===== src/rtl/core/rcrq_pkg.sv =====
// Shared types, codes and widths of the read completion reorder queue.
package rcrq_pkg;

   localparam int RING_SLOTS_DEF = 16;

   localparam int OP_W     = 2;
   localparam int ADDR_W   = 32;
   localparam int VALUE_W  = 64;
   localparam int STATUS_W = 2;
   localparam int OCC_W    = 4;

   // item operations
   localparam logic [OP_W-1:0] OP_ENQUEUE  = 2'd0;
   localparam logic [OP_W-1:0] OP_COMPLETE = 2'd1;
   localparam logic [OP_W-1:0] OP_RETIRE   = 2'd2;

   // result status codes
   localparam logic [STATUS_W-1:0] STS_OK        = 2'd0;
   localparam logic [STATUS_W-1:0] STS_FULL      = 2'd1;
   localparam logic [STATUS_W-1:0] STS_UNMATCHED = 2'd2;
   localparam logic [STATUS_W-1:0] STS_NOT_READY = 2'd3;

   typedef enum logic [2:0] {
      ST_IDLE,
      ST_SCAN,
      ST_RETIRE,
      ST_RESULT
   } state_type;

   typedef struct packed {
      logic               ready;
      logic [ADDR_W-1:0]  addr;
      logic [VALUE_W-1:0] value;
   } slot_type;

endpackage


===== src/rtl/core/rcrq_if.sv =====
// Valid/ready channel interfaces for the request and response beats.
interface rcrq_req_if;
   import rcrq_pkg::*;
   logic               valid;
   logic               ready;
   logic [OP_W-1:0]    op;
   logic [ADDR_W-1:0]  addr;
   logic [VALUE_W-1:0] rd_value;
   modport source (output valid, op, addr, rd_value, input ready);
   modport sink   (input valid, op, addr, rd_value, output ready);
endinterface

interface rcrq_rsp_if;
   import rcrq_pkg::*;
   logic                valid;
   logic                ready;
   logic [STATUS_W-1:0] status;
   logic [ADDR_W-1:0]   head_addr;
   logic [VALUE_W-1:0]  head_value;
   logic [OCC_W-1:0]    occupancy;
   modport source (output valid, status, head_addr, head_value, occupancy, input ready);
   modport sink   (input valid, status, head_addr, head_value, occupancy, output ready);
endinterface


===== src/rtl/core/read_completion_reorder_queue.sv =====
// Read completion reorder queue: ring of outstanding reads kept in one slot memory.
//
// Usage:
//  - req_bus carries one beat per item: op (enqueue, completion, retire head),
//    addr and rd_value. rsp_bus returns exactly one beat per item: status,
//    head_addr, head_value and the occupancy after the item.
//  - Items are handled one at a time. An enqueue or an unused op goes straight
//    to ST_RESULT; a retire on a non-empty ring first reads the head slot.
//  - A completion walks the ring from the head, one slot memory read per cycle,
//    and the number of slots examined is 1 to RING_SLOTS-1. The single read port
//    of the slot memory sets this rate.
//  - At most RING_SLOTS-1 entries are held; an enqueue into a full ring is
//    dropped and flagged.
//  - Reset clears the head and tail pointers and the response valid flag. The
//    slot memory is not cleared: only slots between head and tail are read.
//  - The response register decouples the sides: a new request is accepted while
//    a finished response waits. If the receiver stalls, the next item finishes
//    its work and holds its result until the response register frees up.
module read_completion_reorder_queue #(
   parameter int RING_SLOTS = rcrq_pkg::RING_SLOTS_DEF
) (
   input  logic        clock,
   input  logic        reset,
   rcrq_req_if.sink    req_bus,
   rcrq_rsp_if.source  rsp_bus
);
   import rcrq_pkg::*;

   localparam int PTR_W = $clog2(RING_SLOTS);
   localparam int CNT_W = PTR_W + 1;

   function automatic logic [PTR_W-1:0] ring_next(input logic [PTR_W-1:0] p);
      ring_next = (p == PTR_W'(RING_SLOTS - 1)) ? '0 : p + 1'b1;
   endfunction

   // slot memory and its registered read port
   slot_type slot_mem_ff [RING_SLOTS];
   slot_type rd_data_ff;

   logic             mem_we;
   logic [PTR_W-1:0] mem_wa;
   slot_type         mem_wd;
   logic [PTR_W-1:0] mem_ra;

   // control registers
   state_type        state_ff,  state_in;
   logic [PTR_W-1:0] head_ff,   head_in;
   logic [PTR_W-1:0] tail_ff,   tail_in;
   logic [PTR_W-1:0] scan_ff,   scan_in;
   logic             out_valid_ff, out_valid_in;

   // item and result payload
   logic [ADDR_W-1:0]   item_addr_ff,   item_addr_in;
   logic [VALUE_W-1:0]  item_value_ff,  item_value_in;
   logic [STATUS_W-1:0] pend_status_ff, pend_status_in;
   logic [ADDR_W-1:0]   pend_addr_ff,   pend_addr_in;
   logic [VALUE_W-1:0]  pend_value_ff,  pend_value_in;
   logic [STATUS_W-1:0] out_status_ff,  out_status_in;
   logic [ADDR_W-1:0]   out_addr_ff,    out_addr_in;
   logic [VALUE_W-1:0]  out_value_ff,   out_value_in;
   logic [OCC_W-1:0]    out_occ_ff,     out_occ_in;

   logic             accept;
   logic             out_free;
   logic             ring_empty;
   logic             ring_full;
   logic             scan_hit;
   logic             scan_last;
   logic [CNT_W-1:0] ring_count;

   assign req_bus.ready = (state_ff == ST_IDLE);
   assign accept        = req_bus.valid && req_bus.ready;
   assign out_free      = !out_valid_ff || rsp_bus.ready;
   assign ring_empty    = (head_ff == tail_ff);
   assign ring_full     = (ring_next(tail_ff) == head_ff);
   // skip slots that already hold data so duplicate addresses fill in order
   assign scan_hit      = (rd_data_ff.addr == item_addr_ff) && !rd_data_ff.ready;
   assign scan_last     = (ring_next(scan_ff) == tail_ff);
   assign ring_count    = (tail_ff >= head_ff)
                        ? ({1'b0, tail_ff} - {1'b0, head_ff})
                        : ({1'b0, tail_ff} + CNT_W'(RING_SLOTS) - {1'b0, head_ff});

   assign rsp_bus.valid      = out_valid_ff;
   assign rsp_bus.status     = out_status_ff;
   assign rsp_bus.head_addr  = out_addr_ff;
   assign rsp_bus.head_value = out_value_ff;
   assign rsp_bus.occupancy  = out_occ_ff;

   // next state
   always_comb begin
      state_in = state_ff;
      case (state_ff)
         ST_IDLE: begin
            if (accept) begin
               if (req_bus.op == OP_COMPLETE && !ring_empty) begin
                  state_in = ST_SCAN;
               end else if (req_bus.op == OP_RETIRE && !ring_empty) begin
                  state_in = ST_RETIRE;
               end else begin
                  state_in = ST_RESULT;
               end
            end
         end
         ST_SCAN: begin
            if (scan_hit || scan_last) begin
               state_in = ST_RESULT;
            end
         end
         ST_RETIRE: state_in = ST_RESULT;
         ST_RESULT: begin
            if (out_free) begin
               state_in = ST_IDLE;
            end
         end
         default: state_in = ST_IDLE;
      endcase
   end

   // datapath and memory control
   always_comb begin
      head_in        = head_ff;
      tail_in        = tail_ff;
      scan_in        = scan_ff;
      mem_we         = 1'b0;
      mem_wa         = tail_ff;
      mem_wd         = '{ready: 1'b0, addr: req_bus.addr, value: '0};
      mem_ra         = scan_ff;
      item_addr_in   = item_addr_ff;
      item_value_in  = item_value_ff;
      pend_status_in = pend_status_ff;
      pend_addr_in   = pend_addr_ff;
      pend_value_in  = pend_value_ff;
      out_valid_in   = out_valid_ff && !rsp_bus.ready;
      out_status_in  = out_status_ff;
      out_addr_in    = out_addr_ff;
      out_value_in   = out_value_ff;
      out_occ_in     = out_occ_ff;
      case (state_ff)
         ST_IDLE: begin
            if (accept) begin
               item_addr_in   = req_bus.addr;
               item_value_in  = req_bus.rd_value;
               pend_status_in = STS_OK;
               pend_addr_in   = '0;
               pend_value_in  = '0;
               case (req_bus.op)
                  OP_ENQUEUE: begin
                     if (ring_full) begin
                        pend_status_in = STS_FULL;
                     end else begin
                        mem_we  = 1'b1;
                        tail_in = ring_next(tail_ff);
                     end
                  end
                  OP_COMPLETE: begin
                     if (ring_empty) begin
                        pend_status_in = STS_UNMATCHED;
                     end else begin
                        mem_ra  = head_ff;
                        scan_in = head_ff;
                     end
                  end
                  OP_RETIRE: begin
                     if (ring_empty) begin
                        pend_status_in = STS_NOT_READY;
                     end else begin
                        mem_ra = head_ff;
                     end
                  end
                  default: ;
               endcase
            end
         end
         ST_SCAN: begin
            if (scan_hit) begin
               // write back the matched slot with its data
               mem_we = 1'b1;
               mem_wa = scan_ff;
               mem_wd = '{ready: 1'b1, addr: rd_data_ff.addr, value: item_value_ff};
            end else if (scan_last) begin
               pend_status_in = STS_UNMATCHED;
            end else begin
               scan_in = ring_next(scan_ff);
               mem_ra  = ring_next(scan_ff);
            end
         end
         ST_RETIRE: begin
            if (rd_data_ff.ready) begin
               pend_addr_in  = rd_data_ff.addr;
               pend_value_in = rd_data_ff.value;
               head_in       = ring_next(head_ff);
            end else begin
               pend_status_in = STS_NOT_READY;
            end
         end
         ST_RESULT: begin
            if (out_free) begin
               out_valid_in  = 1'b1;
               out_status_in = pend_status_ff;
               out_addr_in   = pend_addr_ff;
               out_value_in  = pend_value_ff;
               out_occ_in    = OCC_W'(ring_count);
            end
         end
         default: ;
      endcase
   end

   // slot memory: one write port, one registered read port
   always_ff @(posedge clock) begin
      if (mem_we) begin
         slot_mem_ff[mem_wa] <= mem_wd;
      end
      rd_data_ff <= slot_mem_ff[mem_ra];
   end

   always_ff @(posedge clock) begin
      if (reset) begin
         state_ff     <= ST_IDLE;
         head_ff      <= '0;
         tail_ff      <= '0;
         scan_ff      <= '0;
         out_valid_ff <= 1'b0;
      end else begin
         state_ff     <= state_in;
         head_ff      <= head_in;
         tail_ff      <= tail_in;
         scan_ff      <= scan_in;
         out_valid_ff <= out_valid_in;
      end
   end

   always_ff @(posedge clock) begin
      item_addr_ff   <= item_addr_in;
      item_value_ff  <= item_value_in;
      pend_status_ff <= pend_status_in;
      pend_addr_ff   <= pend_addr_in;
      pend_value_ff  <= pend_value_in;
      out_status_ff  <= out_status_in;
      out_addr_ff    <= out_addr_in;
      out_value_ff   <= out_value_in;
      out_occ_ff     <= out_occ_in;
   end

endmodule


===== src/flat_wrapper.sv =====
// flat-port wrapper written by rule: the top's interface ports become plain ports
module read_completion_reorder_queue_flat import rcrq_pkg::*;
#(
   parameter int RING_SLOTS = rcrq_pkg::RING_SLOTS_DEF
)
  (clock, reset, req_bus_valid, req_bus_op, req_bus_addr, req_bus_rd_value, req_bus_ready, rsp_bus_valid, rsp_bus_status, rsp_bus_head_addr, rsp_bus_head_value, rsp_bus_occupancy, rsp_bus_ready);
  rcrq_req_if req_bus_i ();
  rcrq_rsp_if rsp_bus_i ();
  input  logic clock;
  input  logic reset;
  input wire logic [$bits(req_bus_i.valid)-1:0] req_bus_valid;
  input wire logic [$bits(req_bus_i.op)-1:0] req_bus_op;
  input wire logic [$bits(req_bus_i.addr)-1:0] req_bus_addr;
  input wire logic [$bits(req_bus_i.rd_value)-1:0] req_bus_rd_value;
  output wire logic [$bits(req_bus_i.ready)-1:0] req_bus_ready;
  output wire logic [$bits(rsp_bus_i.valid)-1:0] rsp_bus_valid;
  output wire logic [$bits(rsp_bus_i.status)-1:0] rsp_bus_status;
  output wire logic [$bits(rsp_bus_i.head_addr)-1:0] rsp_bus_head_addr;
  output wire logic [$bits(rsp_bus_i.head_value)-1:0] rsp_bus_head_value;
  output wire logic [$bits(rsp_bus_i.occupancy)-1:0] rsp_bus_occupancy;
  input wire logic [$bits(rsp_bus_i.ready)-1:0] rsp_bus_ready;
  assign req_bus_i.valid = req_bus_valid;
  assign req_bus_i.op = req_bus_op;
  assign req_bus_i.addr = req_bus_addr;
  assign req_bus_i.rd_value = req_bus_rd_value;
  assign req_bus_ready = req_bus_i.ready;
  assign rsp_bus_valid = rsp_bus_i.valid;
  assign rsp_bus_status = rsp_bus_i.status;
  assign rsp_bus_head_addr = rsp_bus_i.head_addr;
  assign rsp_bus_head_value = rsp_bus_i.head_value;
  assign rsp_bus_occupancy = rsp_bus_i.occupancy;
  assign rsp_bus_i.ready = rsp_bus_ready;
  read_completion_reorder_queue #(.RING_SLOTS(RING_SLOTS)) u_core (.clock(clock), .reset(reset), .req_bus(req_bus_i), .rsp_bus(rsp_bus_i));
endmodule

===== config.mk =====
export PLATFORM = sky130hd
export DESIGN_NAME = read_completion_reorder_queue_flat
export DESIGN_NICKNAME = d
export VERILOG_FILES = /design/src/rtl/core/rcrq_pkg.sv /design/src/rtl/core/rcrq_if.sv /design/src/rtl/core/read_completion_reorder_queue.sv /design/src/flat_wrapper.sv
export SDC_FILE = /design/constraint.sdc
export NUM_CORES = 2
export LEC_CHECK = 0
export ABC_AREA = 1
export BUFFER_PORTS_ARGS = -buffer_cell sky130_fd_sc_hd__buf_4
export CORE_ASPECT_RATIO = 0.7
export CORE_MARGIN = 1
export CORE_UTILIZATION = 43
export CTS_CLUSTER_SIZE = 40
export DETAILED_ROUTE_END_ITERATION = 12
export PLACE_DENSITY_LB_ADDON = 0.25
export SLEW_MARGIN = 20
export SYNTH_ARGS = -nofsm -noshare
export SYNTH_HDL_FRONTEND = slang
export SYNTH_SLANG_ARGS = --single-unit

===== constraint.sdc =====
create_clock -name clock -period 11.6 [get_ports clock]
set_input_delay 2.32 -clock clock [delete_from_list [all_inputs] [get_ports clock]]
set_output_delay 2.32 -clock clock [all_outputs]
set_load 0.01 [all_outputs]

==> results by group <==
Outcome
  • Status: finished clean

Place
  • Count of buffers inserted at the top-level ports: about 210
  • Detailed Place HPWL: ~97 mm
  • Inst Count DP: ~10000
  • RD Place Congestion: just under 0.8
  • Post-placement worst setup slack: between 4000 and 5000 ps

Worst setup path
  • Worst path max stage delay: roughly 900 ps
  • Arrival time at the worst endpoint: 7320 ps
  • Worst reg-to-reg setup slack: 5290 ps
  • Cells along the critical path: buf_4, nand2_1, inv_6, nand2_1, o21ai_0, inv_1, nand2_8, buf_4, buf_4, buf_4, nand3_1, nand3_1, nand3_1, nand3_1, nand2_1
  • Required time of the critical path: about 12000 ps
  • Type of element launching the critical path: input port
  • R2r worst-path depth: 21
  • Type of the worst setup path: input port to flop
  • Cell at the slowest stage of the critical path: sky130_fd_sc_hd__buf_4
  • Worst flop-to-flop path endpoint: u_core.rd_data_ff[81]
  • Worst reg2reg path startpoint: u_core.rd_data_ff[81]
  • Setup crit end kind: flop
  • Highest net fanout along the worst path: around 120

Drt
  • Count of vias placed by the detailed router: about 53000
  • Vias per std cell: about 5.2
  • Final WL: around 220 mm
  • Final antenna-violating net count: 0
  • Number of violations reported at the end of detailed-routing iteration 0: just under 6000
  • WL/cell: between 20 and 25 um
  • DRC violation count after routing: 0
  • Detailed-routing iteration count for the pre-antenna-repair pass: 6

STA
  • RSZ-0062 raised after global routing: no
  • Share of the clock period used by the worst path: 0.570
  • Final hold violation count: 0
  • Max-slew violation count: 0
  • Setup Skew: ~27 ps
  • Final setup fails: 0
  • Worst Tran Pin Value: between 1000 and 1500 ps
  • Final critical path time including I/O delays and setup: between 6000 and 7000 ps
  • Fmax: approximately 0.15 GHz
  • Post-route worst hold slack: between 400 and 500 ps
  • Final setup slack of the worst path: between 4000 and 5000 ps
  • Max-slew headroom: 0.216
  • Summed negative setup slack over all endpoints: 0 ps

Clock tree
  • Post-CTS Hold Fix Bufs: 0
  • Post-CTS resize count: 0
  • Clock root buffer: sky130_fd_sc_hd__clkbuf_16
  • CTS tree: yes
  • Clock latency reported for the late side of the worst-skew pair: roughly 830 ps
  • Total clock buffers created by CTS: approximately 190
  • Buffer depth of the longest clock path: 3
  • Setup repair bufs after CTS: 0
  • CTS Sinks: 1960
  • Post-CTS clock slew at the launch and capture registers of the worst setup and hold paths: approximately 60 ps
  • Number of levels the H-tree was split into: 4

Synthesis
  • Leading post-synthesis cells by instance count: sky130_fd_sc_hd__edfxtp_1 (1848), sky130_fd_sc_hd__nand3_1 (1767), sky130_fd_sc_hd__nand2_1 (1552)
  • Number of synthesized register bits: 1960
  • Synth Area in Compound Gates: 0.00659
  • Cell taking the most area after synthesis: sky130_fd_sc_hd__edfxtp_1
  • Synth area leaders: sky130_fd_sc_hd__edfxtp_1 (68%), sky130_fd_sc_hd__nand3_1 (11%), sky130_fd_sc_hd__nand2_1 (7.1%)
  • Library cells used by synthesis: 40
  • Simple-gate portion of the synthesized area: 0.203
  • Net count of the mapped netlist: 7505
  • Share of flip-flops with an asynchronous set or reset: 0
  • Proportion of netlist area held by the largest area contributor: 0.676
  • Post-Synthesis Cells: approximately 7400
  • Avg Cell Area, Syn: approximately 11 um^2
  • Main combinational cell family by area after synthesis: simple AND/OR/NAND/NOR gates
  • Synth Area in XOR/XNOR: 0.00191
  • Synth Warn #: 0
  • Dominant register cell in the synthesized netlist: sky130_fd_sc_hd__edfxtp_1
  • Most frequent cell after synthesis: sky130_fd_sc_hd__edfxtp_1
  • Syn Std Cell Area: a little over 80000 um^2
  • Post-synthesis adder-cell area fraction: 0.00238
  • Sequential element share of the synthesized area: 0.703
  • Mux contribution to synthesized area: 0
  • Number of synthesized flops with an enable pin: 1848

Global routing
  • Global-route wire length before repair: 326 mm
  • Total grt overflow: 0
  • Global-route usage over all layers: 0.225
  • Largest net degree at the start of global routing: 218
  • Antenna violations before repair: 3
  • Number of global-route vias before repair: between 50000 and 60000

Min path
  • Hold Path Sink: u_core.rsp_bus.head_value[44]
  • Class of the tightest hold or removal check: flop to flop
  • Hold-critical path depth: 0
  • Startpoint of the most critical hold path: u_core.pend_value_ff[44]

Power
  • Net switching fraction of the power: 0.447
  • Switch Pwr: around 13 mW
  • Total power density per cell area: between 300 and 400 nW/um^2
  • Relative contribution of sequential cells to total power: 0.310
  • Internal Power: ~16 mW
  • Static leakage power: roughly 38 nW
  • Share of total power in combinational logic: 0.472
  • Clock power frac: 0.218
  • Largest vdd supply drop: 0.618 mV

Die
  • Y dimension of the die: about 370 um
  • Starting density of the core: 0.435
  • Top-level I/O count: 206
  • Total core area: roughly 190000 um^2
  • Die ar.: roughly 190000 um^2
  • Site Rows: 133
  • Width of the die: 524 um

Finish
  • Antenna diode instance count: 0
  • Fraction of layout cells with a size suffix above 1: 0.0802
  • Final layout net count: 7551
  • Finished Core Util: 0.487
  • Post-synthesis to final-layout area growth: 12.0%
  • Non-filler instance count after layout: 10100

Flow run
  • Max-cap check violation count: 0
sequential cells by signal, summed over array words and instances (netlist names):
signal / cells
u_core.scan_ff: 4
u_core.pend_value_ff: 64
u_core.rsp_bus.head_value: 64
u_core.state_ff: 2
u_core.pend_addr_ff: 32
u_core.tail_ff: 4
u_core.rsp_bus.valid: 1
u_core.rsp_bus.head_addr: 32
u_core.item_addr_ff: 32
u_core.head_ff: 4
u_core.pend_status_ff: 2
u_core.item_value_ff: 64
u_core.rsp_bus.occupancy: 4
u_core.rd_data_ff: 97
u_core.rsp_bus.status: 2
u_core.slot_mem_ff: 1552
critical path, delay by kind of cell:
kind / cells / cell delay [ps]
buf+inv: 6 / 2980
compound gates: 1 / 250
simple gates: 8 / 1550
routing by layer:
layer  routed length, um  global-route usage  part of all wire
met1               97500               0.323              0.45
met2              100000               0.356              0.46
met3               15300              0.0341             0.070
met4                4640              0.0562             0.021
met5                  25                   0           0.00011
cell usage in the layout (no fill, tap or decap), drive strengths merged, types with 2 or more instances in the layout:
cell	count
o21a	4
inv	1232
dfxtp	112
a21oi	25
nor2	107
nand4	8
a211oi	3
clkinv	68
o21ai	57
bufinv	15
clkbuf	260
nand3	1768
edfxtp	1848
ha	14
xnor2	11
xor2	6
buf	295
clkinvlp	5
nand3b	194
nand2	1555
a31oi	2
metrics by stage:
| stage | power (mW) | area, um^2 |
|---|---|---|
| floorplan | 18.7 | 82100 |
| global placement | 22.1 | 85800 |
| detailed placement | 22.2 | 85800 |
| CTS | 28.4 | 91900 |
| global route | 30.2 | 91900 |
| finish | 28.3 | 91900 |
cell type report:
class	instances	area, um^2
Fill cell	16800	96800
Sequential cell	1960	57700
Multi-Input combinational cell	3761	17700
Clock buffer	260	5230
Inverter	1229	4630
Tap cell	2497	3120
Timing Repair Buffer	295	2530
Clock inverter	91	945
logic make-up after synthesis:
logic type	Yosys count
xor+xnor	17
simple gates	3633
compound gates	96
flops	1960
buf+inv	1667
fa+ha+maj	15
how the worst max path moves through the flow:
stage	startpoint	to	slack, ps
after floorplan	req_bus_valid	u_core.slot_mem_ff[0][0]	1760
after global placement	req_bus_valid	u_core.rd_data_ff[40]	4270
after detailed placement	req_bus_valid	u_core.rd_data_ff[40]	4240
after CTS	req_bus_valid	u_core.rd_data_ff[38]	5110
after global routing	req_bus_valid	u_core.rd_data_ff[38]	4710
final	req_bus_valid	u_core.rd_data_ff[40]	4990
power groups by stage:
| stage | registers (mW) | logic (mW) | clock network [mW] |
|---|---|---|---|
| 6_report | 8.77 | 13.4 | 6.19 |
| 3_3_place_gp | 8.92 | 13.2 | 0 |
| 5_1_grt | 8.81 | 14.8 | 6.57 |
| 2_1_floorplan | 8.85 | 9.88 | 0 |
| 4_1_cts | 8.78 | 13.4 | 6.30 |
| 3_5_place_dp | 8.92 | 13.3 | 0 |
(Power assumes the default switching activity.)
